--- src/rtl/kstu_pkg.sv ---
// Shared types and constants for the keypad scanner with serial transmitter.
package kstu_pkg;

	localparam int unsigned QUEUE_DEPTH_DEF = 4;

	localparam int unsigned PERIOD_W = 9;
	localparam logic [PERIOD_W-1:0] PERIOD_MAX = 9'd256;
	localparam logic [PERIOD_W-1:0] PERIOD_RESET = 9'd256;

	localparam int unsigned KEY_W = 6;
	localparam logic [KEY_W-1:0] KEY_NONE = 6'd0;
	localparam logic [KEY_W-1:0] KEY_1 = 6'd49;
	localparam logic [KEY_W-1:0] KEY_2 = 6'd50;
	localparam logic [KEY_W-1:0] KEY_3 = 6'd51;
	localparam logic [KEY_W-1:0] KEY_4 = 6'd52;
	localparam logic [KEY_W-1:0] KEY_5 = 6'd53;
	localparam logic [KEY_W-1:0] KEY_6 = 6'd54;

	localparam logic [7:0] CHAR_CR = 8'h0D;
	localparam logic [7:0] CHAR_LF = 8'h0A;

	localparam logic [3:0] FRAME_BITS = 4'd10;

	localparam logic [1:0] PH_IDLE = 2'd0;
	localparam logic [1:0] PH_A = 2'd1;
	localparam logic [1:0] PH_B = 2'd2;

	typedef struct packed {
		logic             put;
		logic [KEY_W-1:0] key;
	} kstu_put_t;

endpackage

--- src/rtl/kstu_fifo.sv ---
// Transmit queue taking key, CR and LF in one beat as space allows; one byte out per pop.
module kstu_fifo #(
	parameter int unsigned QUEUE_DEPTH = kstu_pkg::QUEUE_DEPTH_DEF
) (
	input  logic              clk,
	input  logic              arst_n,
	input  logic              adv,
	input  logic              pop,
	input  kstu_pkg::kstu_put_t put,
	output logic              nonempty,
	output logic [7:0]        head,
	output logic [2:0]        level_nxt
);
	import kstu_pkg::*;

	localparam int unsigned CNT_W = $clog2(QUEUE_DEPTH + 1);
	localparam int unsigned SLOT_W = $clog2(QUEUE_DEPTH);
	localparam logic [CNT_W-1:0] DEPTH_C = CNT_W'(QUEUE_DEPTH);
	localparam logic [SLOT_W-1:0] LAST_SLOT = SLOT_W'(QUEUE_DEPTH - 1);

	logic [7:0]        mem_q [QUEUE_DEPTH];
	logic [SLOT_W-1:0] rd_q, wr_q;
	logic [CNT_W-1:0]  count_q;

	logic              pop_ok;
	logic [CNT_W-1:0]  count_mid, free_slots, count_nxt;
	logic [1:0]        take;
	logic [SLOT_W-1:0] w1, w2, wr_nxt, rd_nxt;

	function automatic logic [SLOT_W-1:0] slot_inc(input logic [SLOT_W-1:0] s);
		return (s == LAST_SLOT) ? '0 : s + 1'b1;
	endfunction

	assign nonempty = (count_q != '0);
	assign head = mem_q[rd_q];
	assign pop_ok = pop && nonempty;
	assign count_mid = count_q - CNT_W'(pop_ok);
	assign free_slots = DEPTH_C - count_mid;

	always_comb begin
		if (!put.put) begin
			take = 2'd0;
		end else if (free_slots >= CNT_W'(3)) begin
			take = 2'd3;
		end else begin
			take = 2'(free_slots);
		end
	end

	assign w1 = slot_inc(wr_q);
	assign w2 = slot_inc(w1);
	assign count_nxt = count_mid + CNT_W'(take);
	assign level_nxt = 3'(count_nxt);
	assign rd_nxt = pop_ok ? slot_inc(rd_q) : rd_q;

	always_comb begin
		case (take)
			2'd1: wr_nxt = w1;
			2'd2: wr_nxt = w2;
			2'd3: wr_nxt = slot_inc(w2);
			default: wr_nxt = wr_q;
		endcase
	end

	always_ff @(posedge clk) begin
		if (adv) begin
			if (take > 2'd0) mem_q[wr_q] <= {2'b00, put.key};
			if (take > 2'd1) mem_q[w1] <= CHAR_CR;
			if (take > 2'd2) mem_q[w2] <= CHAR_LF;
		end
	end

	always_ff @(posedge clk or negedge arst_n) begin
		if (!arst_n) begin
			rd_q <= '0;
			wr_q <= '0;
			count_q <= '0;
		end else if (adv) begin
			rd_q <= rd_nxt;
			wr_q <= wr_nxt;
			count_q <= count_nxt;
		end
	end

`ifndef SYNTHESIS
	a_count_bound: assert property (@(posedge clk) disable iff (!arst_n)
		count_q <= DEPTH_C)
		else $error("queue count exceeds depth");

	a_slots_meet: assert property (@(posedge clk) disable iff (!arst_n)
		(count_q == '0 || count_q == DEPTH_C) |-> (wr_q == rd_q))
		else $error("queue slots disagree with count");
`endif

endmodule

--- src/rtl/kstu_serial.sv ---
// Serial 8N1 frame shifter, one bit per beat, loading the next byte as a frame ends.
module kstu_serial (
	input  logic       clk,
	input  logic       arst_n,
	input  logic       adv,
	input  logic       nonempty,
	input  logic [7:0] head,
	output logic       pop,
	output logic       line_nxt
);
	import kstu_pkg::*;

	logic [9:0] frame_q, frame_mid, frame_nxt;
	logic [3:0] bits_q, bits_mid, bits_nxt;
	logic       line_q;

	always_comb begin
		if (bits_q != 4'd0) begin
			bits_mid = bits_q - 4'd1;
			line_nxt = frame_q[0];
			frame_mid = frame_q >> 1;
		end else begin
			bits_mid = bits_q;
			line_nxt = line_q;
			frame_mid = frame_q;
		end
	end

	assign pop = (bits_mid == 4'd0) && nonempty;
	assign frame_nxt = pop ? {1'b1, head, 1'b0} : frame_mid;
	assign bits_nxt = pop ? FRAME_BITS : bits_mid;

	always_ff @(posedge clk or negedge arst_n) begin
		if (!arst_n) begin
			frame_q <= '0;
			bits_q <= '0;
			line_q <= 1'b1;
		end else if (adv) begin
			frame_q <= frame_nxt;
			bits_q <= bits_nxt;
			line_q <= line_nxt;
		end
	end

`ifndef SYNTHESIS
	a_bits_bound: assert property (@(posedge clk) disable iff (!arst_n)
		bits_q <= FRAME_BITS)
		else $error("frame bit count out of range");
`endif

endmodule

--- src/rtl/kstu_keypad.sv ---
// Keypad scan sequencer and key decoder.
module kstu_keypad (
	input  logic                            clk,
	input  logic                            arst_n,
	input  logic                            adv,
	input  logic                            line_a_level,
	input  logic                            line_b_level,
	input  logic                            line_c_level,
	input  logic [kstu_pkg::PERIOD_W-1:0]   scan_period,
	output kstu_pkg::kstu_put_t             put,
	output logic [1:0]                      phase_nxt,
	output logic [kstu_pkg::KEY_W-1:0]      last_nxt
);
	import kstu_pkg::*;

	logic [7:0]          period_q, period_nxt;
	logic [1:0]          phase_q;
	logic [KEY_W-1:0]    last_q;

	logic [PERIOD_W-1:0] limit, count_inc;
	logic                finish;
	logic [KEY_W-1:0]    key;

	assign limit = (scan_period > PERIOD_MAX) ? PERIOD_MAX : scan_period;
	assign count_inc = {1'b0, period_q} + 9'd1;

	always_comb begin
		finish = 1'b0;
		key = KEY_NONE;
		phase_nxt = phase_q;
		period_nxt = period_q;
		last_nxt = last_q;
		put.put = 1'b0;
		put.key = KEY_NONE;
		case (phase_q)
			PH_A: begin
				if (!line_b_level) begin
					finish = 1'b1;
					key = KEY_5;
				end else if (!line_c_level) begin
					finish = 1'b1;
					key = KEY_6;
				end else begin
					phase_nxt = PH_B;
				end
			end
			PH_B: begin
				finish = 1'b1;
				key = line_c_level ? KEY_NONE : KEY_4;
			end
			default: begin
				period_nxt = (count_inc >= limit) ? 8'd0 : count_inc[7:0];
				if (period_q == 8'd0) begin
					if (!line_a_level) begin
						finish = 1'b1;
						key = KEY_3;
					end else if (!line_b_level) begin
						finish = 1'b1;
						key = KEY_2;
					end else if (!line_c_level) begin
						finish = 1'b1;
						key = KEY_1;
					end else begin
						phase_nxt = PH_A;
					end
				end
			end
		endcase
		if (finish) begin
			phase_nxt = PH_IDLE;
			if (key != last_q) begin
				last_nxt = key;
				put.put = (key != KEY_NONE);
				put.key = key;
			end
		end
	end

	always_ff @(posedge clk or negedge arst_n) begin
		if (!arst_n) begin
			period_q <= '0;
			phase_q <= PH_IDLE;
			last_q <= KEY_NONE;
		end else if (adv) begin
			period_q <= period_nxt;
			phase_q <= phase_nxt;
			last_q <= last_nxt;
		end
	end

endmodule

--- src/rtl/keypad_scan_to_uart_tx_top.sv ---
// Top level of the keypad scanner feeding an 8N1 serial transmitter.
//
//   Channel  Direction  Handshake               Content
//   in       input      in_valid / in_stall     line_a_level, line_b_level, line_c_level
//   out      output     out_valid / out_stall   serial_line, drive_a_low, drive_b_low,
//                                               queue_level, current_key
//   cfg      input      cfg_valid / cfg_ready   cfg_data (scan period)
//
// Each input beat is one bit-time tick and yields one registered output beat.
// A new beat is taken every cycle while the output register is empty or being drained.
// The output register holds its beat while out_stall is high; in_stall follows it.
// Reset clears all control state; the scan period resets to 256 and the line idles high.
// Configuration writes are always ready and take effect on the next tick.
module keypad_scan_to_uart_tx_top #(
	parameter int unsigned QUEUE_DEPTH = kstu_pkg::QUEUE_DEPTH_DEF
) (
	input  logic                           clk,
	input  logic                           arst_n,
	input  logic                           in_valid,
	output logic                           in_stall,
	input  logic                           line_a_level,
	input  logic                           line_b_level,
	input  logic                           line_c_level,
	output logic                           out_valid,
	input  logic                           out_stall,
	output logic                           serial_line,
	output logic                           drive_a_low,
	output logic                           drive_b_low,
	output logic [2:0]                     queue_level,
	output logic [kstu_pkg::KEY_W-1:0]     current_key,
	input  logic                           cfg_valid,
	output logic                           cfg_ready,
	input  logic [kstu_pkg::PERIOD_W-1:0]  cfg_data
);
	import kstu_pkg::*;

	logic                adv;
	logic                out_valid_q;
	logic [PERIOD_W-1:0] scan_period_q;

	logic                serial_line_q, drive_a_low_q, drive_b_low_q;
	logic [2:0]          queue_level_q;
	logic [KEY_W-1:0]    current_key_q;

	kstu_put_t           put;
	logic                pop, nonempty, line_nxt;
	logic [7:0]          head;
	logic [2:0]          level_nxt;
	logic [1:0]          phase_nxt;
	logic [KEY_W-1:0]    last_nxt;

	assign in_stall = out_valid_q && out_stall;
	assign adv = in_valid && !in_stall;
	assign cfg_ready = 1'b1;

	kstu_serial u_serial (
		.clk      (clk),
		.arst_n   (arst_n),
		.adv      (adv),
		.nonempty (nonempty),
		.head     (head),
		.pop      (pop),
		.line_nxt (line_nxt)
	);

	kstu_fifo #(
		.QUEUE_DEPTH (QUEUE_DEPTH)
	) u_fifo (
		.clk       (clk),
		.arst_n    (arst_n),
		.adv       (adv),
		.pop       (pop),
		.put       (put),
		.nonempty  (nonempty),
		.head      (head),
		.level_nxt (level_nxt)
	);

	kstu_keypad u_keypad (
		.clk          (clk),
		.arst_n       (arst_n),
		.adv          (adv),
		.line_a_level (line_a_level),
		.line_b_level (line_b_level),
		.line_c_level (line_c_level),
		.scan_period  (scan_period_q),
		.put          (put),
		.phase_nxt    (phase_nxt),
		.last_nxt     (last_nxt)
	);

	always_ff @(posedge clk or negedge arst_n) begin
		if (!arst_n) begin
			scan_period_q <= PERIOD_RESET;
		end else if (cfg_valid && cfg_ready) begin
			scan_period_q <= cfg_data;
		end
	end

	always_ff @(posedge clk or negedge arst_n) begin
		if (!arst_n) begin
			out_valid_q <= 1'b0;
		end else if (adv) begin
			out_valid_q <= 1'b1;
		end else if (!out_stall) begin
			out_valid_q <= 1'b0;
		end
	end

	always_ff @(posedge clk) begin
		if (adv) begin
			serial_line_q <= line_nxt;
			drive_a_low_q <= (phase_nxt == PH_A);
			drive_b_low_q <= (phase_nxt == PH_B);
			queue_level_q <= level_nxt;
			current_key_q <= last_nxt;
		end
	end

	assign out_valid = out_valid_q;
	assign serial_line = serial_line_q;
	assign drive_a_low = drive_a_low_q;
	assign drive_b_low = drive_b_low_q;
	assign queue_level = queue_level_q;
	assign current_key = current_key_q;

`ifndef SYNTHESIS
	a_result_from_tick: assert property (@(posedge clk) disable iff (!arst_n)
		$rose(out_valid_q) |-> $past(in_valid))
		else $error("result beat appeared without a tick");

	a_one_line_driven: assert property (@(posedge clk) disable iff (!arst_n)
		out_valid_q |-> !(drive_a_low_q && drive_b_low_q))
		else $error("both scan lines driven at once");
`endif

endmodule
--- config.mk ---
export PLATFORM = sky130hd
export DESIGN_NAME = keypad_scan_to_uart_tx_top
export DESIGN_NICKNAME = d
export VERILOG_FILES = /design/src/rtl/kstu_pkg.sv /design/src/rtl/kstu_fifo.sv /design/src/rtl/kstu_serial.sv /design/src/rtl/kstu_keypad.sv /design/src/rtl/keypad_scan_to_uart_tx_top.sv
export SDC_FILE = /design/constraint.sdc
export NUM_CORES = 1
export LEC_CHECK = 0
export BUFFER_PORTS_ARGS = -buffer_cell sky130_fd_sc_hd__buf_2
export CAP_MARGIN = 5
export CORE_MARGIN = 4
export CORE_UTILIZATION = 50
export CTS_CLUSTER_DIAMETER = 30
export CTS_CLUSTER_SIZE = 8
export DETAILED_ROUTE_END_ITERATION = 16
export PLACE_DENSITY = 0.68
export SETUP_SLACK_MARGIN = 0.3
export SLEW_MARGIN = 15
export SYNTH_ARGS = -nofsm -noshare
export SYNTH_HDL_FRONTEND = slang
export SYNTH_HIERARCHICAL = 1
export SYNTH_SLANG_ARGS = --single-unit
--- constraint.sdc ---
create_clock -name clk -period 4.65 [get_ports clk]
set_clock_uncertainty 0.1 [all_clocks]
set_input_delay 0.93 -clock clk [delete_from_list [all_inputs] [get_ports clk]]
set_output_delay 0.93 -clock clk [all_outputs]
set_load 0.02 [all_outputs]
==> flow_summary_export.csv, run 1 <==
group,metric,value,unit
floorplan,start_util,0.518,
detailed_routing,routed_wl,10.3,mm
worst_hold_path,hold-path-endpoint,"u_serial/line_q$_DFFE_PN1P_",
critical_path,cp.arrival,4.32,ns
floorplan,pin_count,32,
clock_network,insertion_delay,0.35,ns
flow_run,cap_violations,0,
synth,ys_ff_latch,84,
critical_path,worstSetupPathType,"reg -> reg",
grt,antenna_found_initial,0,
clock_network,clockBufferDepth,2,
critical_path,cp-end-kind,"flip-flop",
sta,hold_slack,0.373,ns
critical_path,worstPathRequired,4.79,ns
sta,finalCriticalPeriod,4.18,ns
synth,synth_top_family_by_area,"compound AO/OA/AOI/OAI gates",
sta,setup_violations,0,
critical_path,reg2reg_to,"u_fifo/count_q[2]$_DFFE_PN0P_",
synth,synth_top_area_cell,"dfrtp_1",
synth,ys_seq_area_frac,0.400,
clock_network,postCtsHoldBufs,0,
pwr,cellLeakagePower,2.54,nW
clock_network,cts.sinks,84,
synth,synthesis.area,5110,µm²
clock_network,clk_pin_slew,0.08,ns
detailed_routing,route.layer.met1.wl,4.86,mm
worst_hold_path,hold_path.class,"reg -> reg",
synth,synthSimpleGateAreaFrac,0.170,
final_layout,drive_gt1_frac,0.227,
detailed_routing,drt_first_iter_violations,158,
synth,synth_compound_area_frac,0.181,
critical_path,cp_max_fo,9,
critical_path,r2r_cells,14,
detailed_routing,drcViolationCount,0,
synth,synth_fa_ha_area_frac,0.0602,
synth,syn_avg_cell_area,10.3,µm²
pwr,comb_power_share,0.506,
sta,maxSlewViolCount,0,
grt,grt_max_degree,49,
pwr,ir_worst_vdd,358,µV
clock_network,ctsHtreeMaxLevel,3,
pwr,p_sw_frac,0.423,
detailed_routing,avgRoutedWirePerCell,15.6,µm
final_layout,fill_cells,871,
floorplan,die_h,109,µm
critical_path,ff2ff_setup_slack,0.47,ns
sta,finalCritPeriodShare,0.899,
pwr,p_sw,1.49,mW
detailed_routing,dr.pass1.iters,4,
sta,tightest_slew,0.709,ns
detailed_routing,ant_nets,0,
placed_design,pre_cts_slack,0.191,ns
sta,fmax,239,MHz
critical_path,rr_startpoint,"u_fifo/count_q[2]$_DFFE_PN0P_",
synth,synth_xor_area_frac,0.0223,
critical_path,cp-start-kind,"flip-flop",
detailed_routing,routed-wl-met2,4.92,mm
floorplan,dieArea,11900,µm²
sta,hold_viol,0,
placed_design,portBuffers,30,
final_layout,final_cell_mix,"nor2_1 (47), dfrtp_1 (46), nand2_1 (42), buf_2 (30), inv_1 (25)",
placed_design,hpwl,7.62,mm
grt,overflow,0,
sta,worst_slack,0.471,ns
floorplan,die_x,109,µm
sta,fin_setup_tns,0,ns
worst_hold_path,hold_depth,2,
grt,grt_pass1_vias,3772,
final_layout,layout.cells.most_common,"nor2_1",
final_layout,syn2layout_area_growth,9.03,%
synth,synthArstFlopShare,0.571,
detailed_routing,vias,3704,
pwr,design_power_total,3.52,mW
pwr,p_seq_frac,0.357,
detailed_routing,highest_layer,"met4",
synth,yosys_warnings,6,
final_layout,layout.nets,565,
pwr,intPower,2.03,mW
clock_network,cts_tree,"built",
sta,rsz0062_at_grt,"false",
clock_network,numCtsBuffers,9,
placed_design,gp_congestion,0.897,
worst_hold_path,worstHoldStart,"u_serial/line_q$_DFFE_PN1P_",
detailed_routing,via_per_inst,5.60,
synth,synth.area.top_cells,"dfrtp_1 (23%), dfxtp_1 (9.4%), edfxtp_1 (7.1%)",
grt,grt.total_usage,0.187,
floorplan,rows,36,
pwr,pwr-share-clk,0.137,
pwr,power_per_cell_area,631,nW/µm²
synth,synth-edff-count,12,
synth,synth_ff_type,"dfrtp_1",
detailed_routing,met3_length,465,µm
synth,yosysTopAreaCellShare,0.225,
final_layout,n_antenna_cell,0,
clock_network,root_buffer,"clkbuf_8",
synth,synth_cells,496,
floorplan,design.core.area,9860,µm²
grt,grt_pass1_wl,17.7,mm
outcome,outcome,"finished clean",
synth,synth.area.mux_share,0.116,
sta,maxSlewHeadroom,0.524,
synth,synth_cell_type_count,79,
[worst max-delay path: stages, from the launching register on]
cell,delay (ns)
dfrtp_1,0.51
or3_1,0.51
and2_1,0.24
a32oi_4,0.36
a31o_1,0.18
inv_1,0.06
nand2b_1,0.14
nor2_2,0.08
ha_4,0.20
xor2_2,0.17
a22oi_1,0.37
o2111ai_2,0.25
fa_1,0.47
xnor2_1,0.16
mux2_2,0.27
[cell usage after synthesis, types with 4 or more instances]
cell type  instances
a22o_1             9
or2_2              6
a22oi_1           10
edfxtp_1          12
a211oi_2           8
clkbuf_1           5
o211ai_2           4
buf_6              6
dfrtp_1           46
inv_1             25
nor2_1            48
mux4_2             6
buf_4              7
xor2_1             4
mux2_1             6
a311oi_1           8
nand3_1            7
nor3b_1            5
nor2b_1           12
dfxtp_1           24
and2_1             6
a21oi_1            8
and3_1             4
xnor2_1            9
ha_1              23
o21ai_0           22
a211o_1            5
nand2b_1          12
nand2_1           42
mux2i_1           19
mux2_4            11
nor3_1             6
[area by class of cell]
class	count	area [µm²]	share of cell area
timing repair buffer	36	195	0.0350
inverter	26	97.6	0.0175
clock buffer	11	153	0.0274
multi-input combinational	367	2880	0.517
sequential	84	2040	0.367
clock inverter	5	35.0	0.00629
tap	133	166	0.0299
[per-stage QoR]
step	instance area, µm²	instances	utilization
finish	5570	662	0.565
global route	5570	662	0.565
CTS	5530	662	0.561
detailed placement	5330	645	0.540
global placement	5330	645	0.540
floorplan	5110	497	-
[flip-flops by register name (all words and copies together), names as in the netlist]
| name | flops |
|---|---|
| queue_level | 3 |
| u_keypad/period_q | 8 |
| u_keypad/phase_q | 2 |
| u_serial/bits_q | 4 |
| u_serial/frame_q | 10 |
| out_valid | 1 |
| u_serial/line_q | 1 |
| serial_line | 1 |
| drive_b_low | 1 |
| u_fifo/mem_q | 24 |
| u_fifo/count_q | 3 |
| u_fifo/wr_q | 2 |
| current_key | 6 |
| u_keypad/last_q | 6 |
| drive_a_low | 1 |
| u_fifo/rd_q | 2 |
| scan_period_q | 9 |
[routing by layer]
metal  GRT usage  vias to the layer above
li1            -                     1832
met1       0.247                     1798
met2       0.304                       66
met3      0.0438                        8
met4      0.0613                        0
met5           0                        -
[power by group through the flow]
stage	Combinational, mW	Clock [mW]	Sequential [mW]
final	1.78	0.482	1.25
after global routing	1.99	0.535	1.29
after CTS	1.74	0.506	1.25
after detailed placement	1.72	0	1.26
after global placement	1.67	0	1.25
after floorplan	1.44	0	1.21
[cells by family (layout without fill, tap and decap cells)]
kind of cell / after synthesis / count (layout)
fa+ha+maj: 24 / 24
mux: 45 / 45
compound gates: 114 / 114
xor+xnor: 13 / 13
buf+inv: 46 / 78
other cells: 3 / 4
flops: 84 / 84
simple gates: 167 / 167
[how the worst max path moves through the flow]
stage                                         from  slack (ns)                            end
finish               u_fifo/count_q[2]$_DFFE_PN0P_        0.47  u_fifo/count_q[2]$_DFFE_PN0P_
global route        u_serial/bits_q[0]$_DFFE_PN0P_        0.31  u_fifo/count_q[2]$_DFFE_PN0P_
CTS                 u_serial/bits_q[0]$_DFFE_PN0P_        0.33  u_fifo/count_q[2]$_DFFE_PN0P_
detailed placement  u_serial/bits_q[0]$_DFFE_PN0P_        0.19  u_fifo/count_q[2]$_DFFE_PN0P_
global placement    u_serial/bits_q[0]$_DFFE_PN0P_        0.48  u_fifo/count_q[2]$_DFFE_PN0P_
floorplan           u_serial/bits_q[0]$_DFFE_PN0P_        0.51  u_fifo/count_q[2]$_DFFE_PN0P_
[what timing repair did]
| item | in CTS | in global routing |
|---|---|---|
| resized for setup | 1 | 7 |
| setup buffers | 1 | 0 |
| endpoints found under the setup margin | 1 | 18 |
Note: power is estimated with default switching activity, not from simulation.
==> inputs of run 2 (changes only) <==
--- a/config.mk
+++ b/config.mk
@@ -8,11 +8,11 @@
 export BUFFER_PORTS_ARGS = -buffer_cell sky130_fd_sc_hd__buf_2
 export CAP_MARGIN = 5
 export CORE_MARGIN = 4
-export CORE_UTILIZATION = 50
+export CORE_UTILIZATION = 37
+export CTS_BUF_LIST = sky130_fd_sc_hd__clkbuf_8 sky130_fd_sc_hd__clkbuf_16
 export CTS_CLUSTER_DIAMETER = 30
 export CTS_CLUSTER_SIZE = 8
 export DETAILED_ROUTE_END_ITERATION = 16
-export PLACE_DENSITY = 0.68
 export SETUP_SLACK_MARGIN = 0.3
 export SLEW_MARGIN = 15
 export SYNTH_ARGS = -nofsm -noshare
==> flow_summary_export.csv, run 2 (same netlist as run 1, synthesis figures left out) <==
group,metric,value,unit
detailed_routing,drcViolationCount,0,
pwr,cellLeakagePower,2.61,nW
sta,tightest_slew,0.685,ns
floorplan,die_h,126,µm
clock_network,insertion_delay,0.34,ns
detailed_routing,dr.pass1.iters,7,
critical_path,cp_cell_sequence,"inv_1 > ha_2 > nand2_1 > a211o_1 > a31o_1 > inv_1 > nand2b_1 > nor2_2 > ha_4 > xor2_2 > mux2i_1 > o2111ai_2 > fa_1 > xnor2_1 > mux2_2",
grt,grt_pass1_vias,3824,
final_layout,reg_top3,"u_fifo/mem_q: 24 flops, u_serial/frame_q: 10 flops, scan_period_q: 9 flops",
critical_path,cp_slowest_stage_delay,0.46,ns
placed_design,gp_congestion,0.858,
sta,maxSlewViolCount,0,
final_layout,final_cell_mix,"nor2_1 (47), dfrtp_1 (45), nand2_1 (42), buf_2 (30), inv_1 (28)",
floorplan,dieArea,15800,µm²
critical_path,worstPathRequired,4.78,ns
placed_design,hpwl,8.05,mm
final_layout,fill_cells,1274,
detailed_routing,ant_nets,0,
sta,finalCriticalPeriod,4.08,ns
placed_design,portBuffers,30,
pwr,ir_worst_vdd,265,µV
critical_path,ff2ff_setup_slack,0.57,ns
floorplan,rows,42,
clock_network,postCtsHoldBufs,0,
detailed_routing,routed_wl,11.1,mm
final_layout,n_antenna_cell,0,
clock_network,clockBufferDepth,2,
floorplan,design.core.area,13400,µm²
detailed_routing,drt_first_iter_violations,267,
sta,hold_slack,0.361,ns
pwr,p_sw,1.53,mW
grt,grt.total_usage,0.148,
critical_path,cpMaxStageDelayCell,"fa_1",
detailed_routing,via_per_inst,5.25,
clock_network,root_buffer,"clkbuf_16",
critical_path,r2r_cells,15,
critical_path,crit_top_cell,"inv_1",
critical_path,cp-start-kind,"flip-flop",
worst_hold_path,hold-path-endpoint,"u_fifo/mem_q[2][3]$_SDFFE_PP1P_",
detailed_routing,avgRoutedWirePerCell,15.7,µm
floorplan,start_util,0.381,
worst_hold_path,hold_path.class,"reg -> reg",
pwr,pwr-share-clk,0.173,
sta,fin_setup_tns,0,ns
grt,use_met2,0.229,
grt,antenna_found_initial,0,
clock_network,ctsHtreeMaxLevel,3,
pwr,p_sw_frac,0.412,
clock_network,numCtsBuffers,9,
sta,rsz0062_at_grt,"false",
grt,overflow,0,
grt,use_met1,0.202,
grt,grt_max_degree,49,
final_layout,largest_register_ffs,24,
clock_network,clk_pin_slew,0.06,ns
final_layout,syn2layout_area_growth,12.3,%
floorplan,die_x,126,µm
sta,fmax,245,MHz
sta,hold_viol,0,
final_layout,layout.nets,569,
sta,finalCritPeriodShare,0.877,
clock_network,cts_tree,"built",
final_layout,layout.cells.most_common,"nor2_1",
sta,setup_violations,0,
worst_hold_path,worstHoldStart,"u_fifo/mem_q[2][3]$_SDFFE_PP1P_",
floorplan,pin_count,32,
final_layout,multi_input_area,2890,µm²
sta,maxSlewHeadroom,0.541,
critical_path,rr_startpoint,"u_serial/bits_q[0]$_DFFE_PN0P_",
grt,grt.busiest_layer,"met2",
pwr,comb_power_share,0.488,
pwr,intPower,2.18,mW
final_layout,drive_gt1_frac,0.233,
final_layout,seq_area,2050,µm²
pwr,p_seq_frac,0.339,
grt,grt_pass1_wl,19.1,mm
critical_path,cp-end-kind,"flip-flop",
final_layout,regMostFlops,"u_fifo/mem_q",
grt,use_met3,0.0311,
critical_path,worstSetupPathType,"reg -> reg",
critical_path,cp_max_fo,9,
pwr,power_per_cell_area,648,nW/µm²
flow_run,cap_violations,0,
critical_path,reg2reg_to,"u_fifo/count_q[2]$_DFFE_PN0P_",
critical_path,cp.arrival,4.21,ns
outcome,outcome,"finished clean",
worst_hold_path,hold_depth,1,
detailed_routing,vias,3723,
clock_network,cts.sinks,84,
-- run 2: cell count changes in the layout (fill, tap and decap cells not counted), sizes merged --
cell,before,now
clkinvlp,3,0
inv,25,28
clkinv,3,4
clkbuf,11,10
buf,36,40
-- run 2: per-stage QoR --
| stage | power [mW] | cells | util | setup slack [ns] | cell area [µm²] |
|---|---|---|---|---|---|
| after detailed placement | 3.00 | 692 | 0.404 | 0.172 | 5420 |
| final | 3.72 | 709 | 0.428 | 0.570 | 5740 |
| after global placement | 2.93 | 692 | 0.404 | 0.467 | 5420 |
| after CTS | 3.69 | 709 | 0.424 | 0.304 | 5690 |
| after floorplan | 2.65 | 497 | - | 0.513 | 5110 |
| after global routing | 4.02 | 709 | 0.428 | 0.313 | 5740 |
-- run 2: timing repair --
| item | in CTS | in global routing |
|---|---|---|
| setup endpoints to repair | 3 | 28 |
| resized for setup | 1 | 10 |
| buffers inserted | 1 | 0 |
-- run 2: how the worst max path moves through the flow --
stage,startpoint,end,slack (ns),depth (start not counted)
global route,u_serial/bits_q[0]$_DFFE_PN0P_,u_fifo/count_q[2]$_DFFE_PN0P_,0.31,15
detailed placement,u_serial/bits_q[0]$_DFFE_PN0P_,u_fifo/count_q[2]$_DFFE_PN0P_,0.17,15
floorplan,u_serial/bits_q[0]$_DFFE_PN0P_,u_fifo/count_q[2]$_DFFE_PN0P_,0.51,16
global placement,u_serial/bits_q[0]$_DFFE_PN0P_,u_fifo/count_q[2]$_DFFE_PN0P_,0.47,15
finish,u_serial/bits_q[0]$_DFFE_PN0P_,u_fifo/count_q[2]$_DFFE_PN0P_,0.57,15
CTS,u_serial/bits_q[0]$_DFFE_PN0P_,u_fifo/count_q[2]$_DFFE_PN0P_,0.30,15
-- run 2: critical path, delay by kind of cell (launching register included) --
kind	cells	cell delay, ns
buffers and inverters	2	0.17
and+or+nand+nor	3	0.36
muxes	2	0.58
adders and majority gates	3	1.05
AOI/OAI and AO/OA	3	0.88
xor gates and xnor gates	2	0.40
DFF	1	0.43
-- run 2: cell type report --
class	instances	area share
well taps	176	0.0384
repair buffers	40	0.0392
inverters	26	0.0170
clock inverters	6	0.00414
flip-flops and latches	84	0.356
clock buffers	10	0.0416
multi-input cells	367	0.503
-- run 2: layer usage --
layer  up-vias  wire, µm
met2        73      5120
met1      1785      5310
met3        11       493
li1       1854         -
met5         -         0
met4         0       183
-- run 2: power groups by stage --
stage          clock network, mW  registers (mW)  logic, mW
5_1_grt                    0.701            1.30       2.02
4_1_cts                    0.665            1.26       1.77
2_1_floorplan                  0            1.21       1.44
3_5_place_dp                   0            1.27       1.74
6_report                   0.644            1.26       1.81
3_3_place_gp                   0            1.25       1.68
==> inputs of run 3 (changes only) <==
--- a/config.mk
+++ b/config.mk
@@ -8,11 +8,13 @@
 export BUFFER_PORTS_ARGS = -buffer_cell sky130_fd_sc_hd__buf_2
 export CAP_MARGIN = 5
 export CORE_MARGIN = 4
-export CORE_UTILIZATION = 37
+export CORE_UTILIZATION = 61
 export CTS_BUF_LIST = sky130_fd_sc_hd__clkbuf_8 sky130_fd_sc_hd__clkbuf_16
 export CTS_CLUSTER_DIAMETER = 30
 export CTS_CLUSTER_SIZE = 8
 export DETAILED_ROUTE_END_ITERATION = 16
+export HOLD_SLACK_MARGIN = 0.06
+export PLACE_DENSITY = 0.8
 export SETUP_SLACK_MARGIN = 0.3
 export SLEW_MARGIN = 15
 export SYNTH_ARGS = -nofsm -noshare
==> constraint.sdc (replaced) <==
create_clock -name clk -period 4.65 [get_ports clk]
set_clock_uncertainty 0.1 [all_clocks]
set_input_delay 0.2325 -clock clk [delete_from_list [all_inputs] [get_ports clk]]
set_output_delay 0.2325 -clock clk [all_outputs]
set_load 0.02 [all_outputs]
==> flow_summary_export.csv, run 3 (same netlist as run 1, synthesis figures left out) <==
group,metric,value,unit
floorplan,die_x,99.5,µm
grt,antenna_found_initial,1,
clock_network,clockBufferDepth,2,
final_layout,final_cells,648,
floorplan,design.core.area,8180,µm²
detailed_routing,drt_first_iter_violations,179,
final_layout,layout.nets,579,
placed_design,portBuffers,30,
worst_hold_path,hold_path.class,"in -> reg",
sta,tightest_slew,0.711,ns
clock_network,clk_pin_slew,0.08,ns
detailed_routing,avgRoutedWirePerCell,16.4,µm
sta,rsz0062_at_grt,"true",
sta,finalCriticalPeriod,4.28,ns
sta,hold_viol,0,
sta,hold_slack,0.228,ns
final_layout,reg_top3,"u_fifo/mem_q: 24 flops, u_serial/frame_q: 10 flops, scan_period_q: 9 flops",
detailed_routing,dr.pass1.iters,6,
detailed_routing,route.layer.met1.wl,4.80,mm
clock_network,cts.sinks,84,
grt,overflow,0,
final_layout,final_cell_mix,"nor2_1 (48), dfrtp_1 (45), nand2_1 (42), buf_2 (29), inv_1 (25)",
detailed_routing,via_per_inst,5.94,
critical_path,cp_cell_sequence,"inv_1 > ha_1 > nand2b_4 > a211o_1 > a31o_1 > inv_1 > nand2b_1 > nor2_1 > ha_2 > xor2_2 > mux2i_1 > o2111ai_1 > fa_1 > xnor2_1 > mux2_2",
pwr,cellLeakagePower,2.62,nW
pwr,comb_power_share,0.502,
placed_design,hpwl,7.48,mm
final_layout,layout.cells.most_common,"nor2_1",
detailed_routing,ant_nets,0,
pwr,intPower,2.10,mW
final_layout,n_antenna_cell,0,
detailed_routing,met3_length,457,µm
grt,grt_pass1_wl,17.9,mm
sta,setup_violations,0,
final_layout,regMostFlops,"u_fifo/mem_q",
floorplan,pin_count,32,
critical_path,cp.arrival,4.42,ns
critical_path,cp_max_fo,9,
pwr,ir_worst_vdd,353,µV
pwr,p_sw,1.54,mW
outcome,outcome,"finished clean",
pwr,p_sw_frac,0.423,
final_layout,drive_gt1_frac,0.228,
floorplan,start_util,0.625,
placed_design,gp_congestion,0.875,
sta,fmax,234,MHz
floorplan,rows,33,
floorplan,die_h,99.5,µm
pwr,p_seq_frac,0.346,
sta,maxSlewHeadroom,0.523,
critical_path,cp-end-kind,"flip-flop",
critical_path,cp-start-kind,"flip-flop",
clock_network,root_buffer,"clkbuf_8",
critical_path,worstPathRequired,4.79,ns
critical_path,cp_slowest_stage_delay,0.49,ns
grt,grt_max_degree,49,
flow_run,cap_violations,0,
sta,finalCritPeriodShare,0.921,
final_layout,syn2layout_area_growth,11.9,%
sta,fin_setup_tns,0,ns
clock_network,numCtsBuffers,9,
clock_network,insertion_delay,0.35,ns
critical_path,worstSetupPathType,"reg -> reg",
floorplan,dieArea,9910,µm²
grt,grt_pass1_vias,3752,
pwr,pwr-share-clk,0.152,
clock_network,cts_tree,"built",
placed_design,dp.cells,617,
critical_path,crit_top_cell,"inv_1",
detailed_routing,highest_layer,"met5",
detailed_routing,drcViolationCount,0,
final_layout,largest_register_ffs,24,
critical_path,cpMaxStageDelayCell,"fa_1",
grt,grt.total_usage,0.225,
detailed_routing,vias,3850,
detailed_routing,routed-wl-met2,5.13,mm
sta,maxSlewViolCount,0,
clock_network,ctsHtreeMaxLevel,3,
pwr,power_per_cell_area,637,nW/µm²
detailed_routing,routed_wl,10.6,mm
run 3: cell count changes in the layout (fill, tap and decap cells not counted), moves of 2 or more:
cell | previous run | this run
inv_1 | 28 | 25
clkbuf_16 | 9 | 2
o211ai_4 | 0 | 2
dlygate4sd3_1 | 0 | 12
clkbuf_8 | 1 | 11
clkinv_1 | 3 | 1
o211ai_2 | 4 | 2
run 3: stage by stage:
step                 util  worst slack (ns)  instance area, µm²  total power, mW
floorplan               -             0.389                5110             2.65
global placement    0.648             0.461                5300             2.90
detailed placement  0.648             0.219                5300             2.99
CTS                 0.692             0.366                5660             3.59
global route        0.700             0.167                5720             3.93
finish              0.700             0.369                5720             3.64
run 3: power by group through the flow:
stage               clock network [mW]  logic [mW]  registers [mW]
floorplan                            0        1.44            1.21
global placement                     0        1.66            1.24
detailed placement                   0        1.73            1.26
CTS                              0.573        1.77            1.25
global route                     0.604        2.02            1.30
finish                           0.553        1.83            1.26
run 3: per-layer routing:
layer / track usage / up-vias
met5: 0 / -
met4: 0.0851 / 2
met2: 0.367 / 101
li1: - / 1865
met1: 0.292 / 1855
met3: 0.0505 / 27
run 3: critical path: cells and delay by family (launching register included):
| family | cells | cell delay (ns) |
|---|---|---|
| xor+xnor | 2 | 0.40 |
| fa+ha+maj | 3 | 1.16 |
| simple gates | 3 | 0.44 |
| buf+inv | 2 | 0.19 |
| compound gates | 3 | 0.89 |
| mux | 2 | 0.52 |
| flops | 1 | 0.46 |
run 3: path summary, 6_finish.rpt:
kind                                                startpoint                              to  slack, ns  depth (start not counted)
worst min-delay path                                 cfg_valid    scan_period_q[1]$_DFFE_PN0P_       0.23                          2
worst max register to register  u_serial/bits_q[0]$_DFFE_PN0P_   u_fifo/count_q[2]$_DFFE_PN0P_       0.37                         15
min in group asynchronous                               arst_n    scan_period_q[4]$_DFFE_PN0P_       0.33                          2
worst max-delay path            u_serial/bits_q[0]$_DFFE_PN0P_   u_fifo/count_q[2]$_DFFE_PN0P_       0.37                         15
worst min register to register     u_serial/line_q$_DFFE_PN1P_     u_serial/line_q$_DFFE_PN1P_       0.36                          2
max in group asynchronous                               arst_n  u_serial/bits_q[0]$_DFFE_PN0P_       3.68                          2
run 3: what timing repair did:
action,4_1_cts,5_1_grt
gates resized for setup,3,7
endpoints found under the hold margin,56,0
pin swaps,0,1
setup endpoints to repair,13,15
hold buffers,12,0
setup buffers,1,2
run 3: final cells by class:
cell class,instances,area (µm²)
Clock buffer,13,201
Clock inverter,3,22.5
Fill cell,612,2460
Inverter,26,97.6
Multi-Input combinational cell,367,2890
Sequential cell,84,2050
Tap cell,105,131
Timing Repair Buffer,50,333
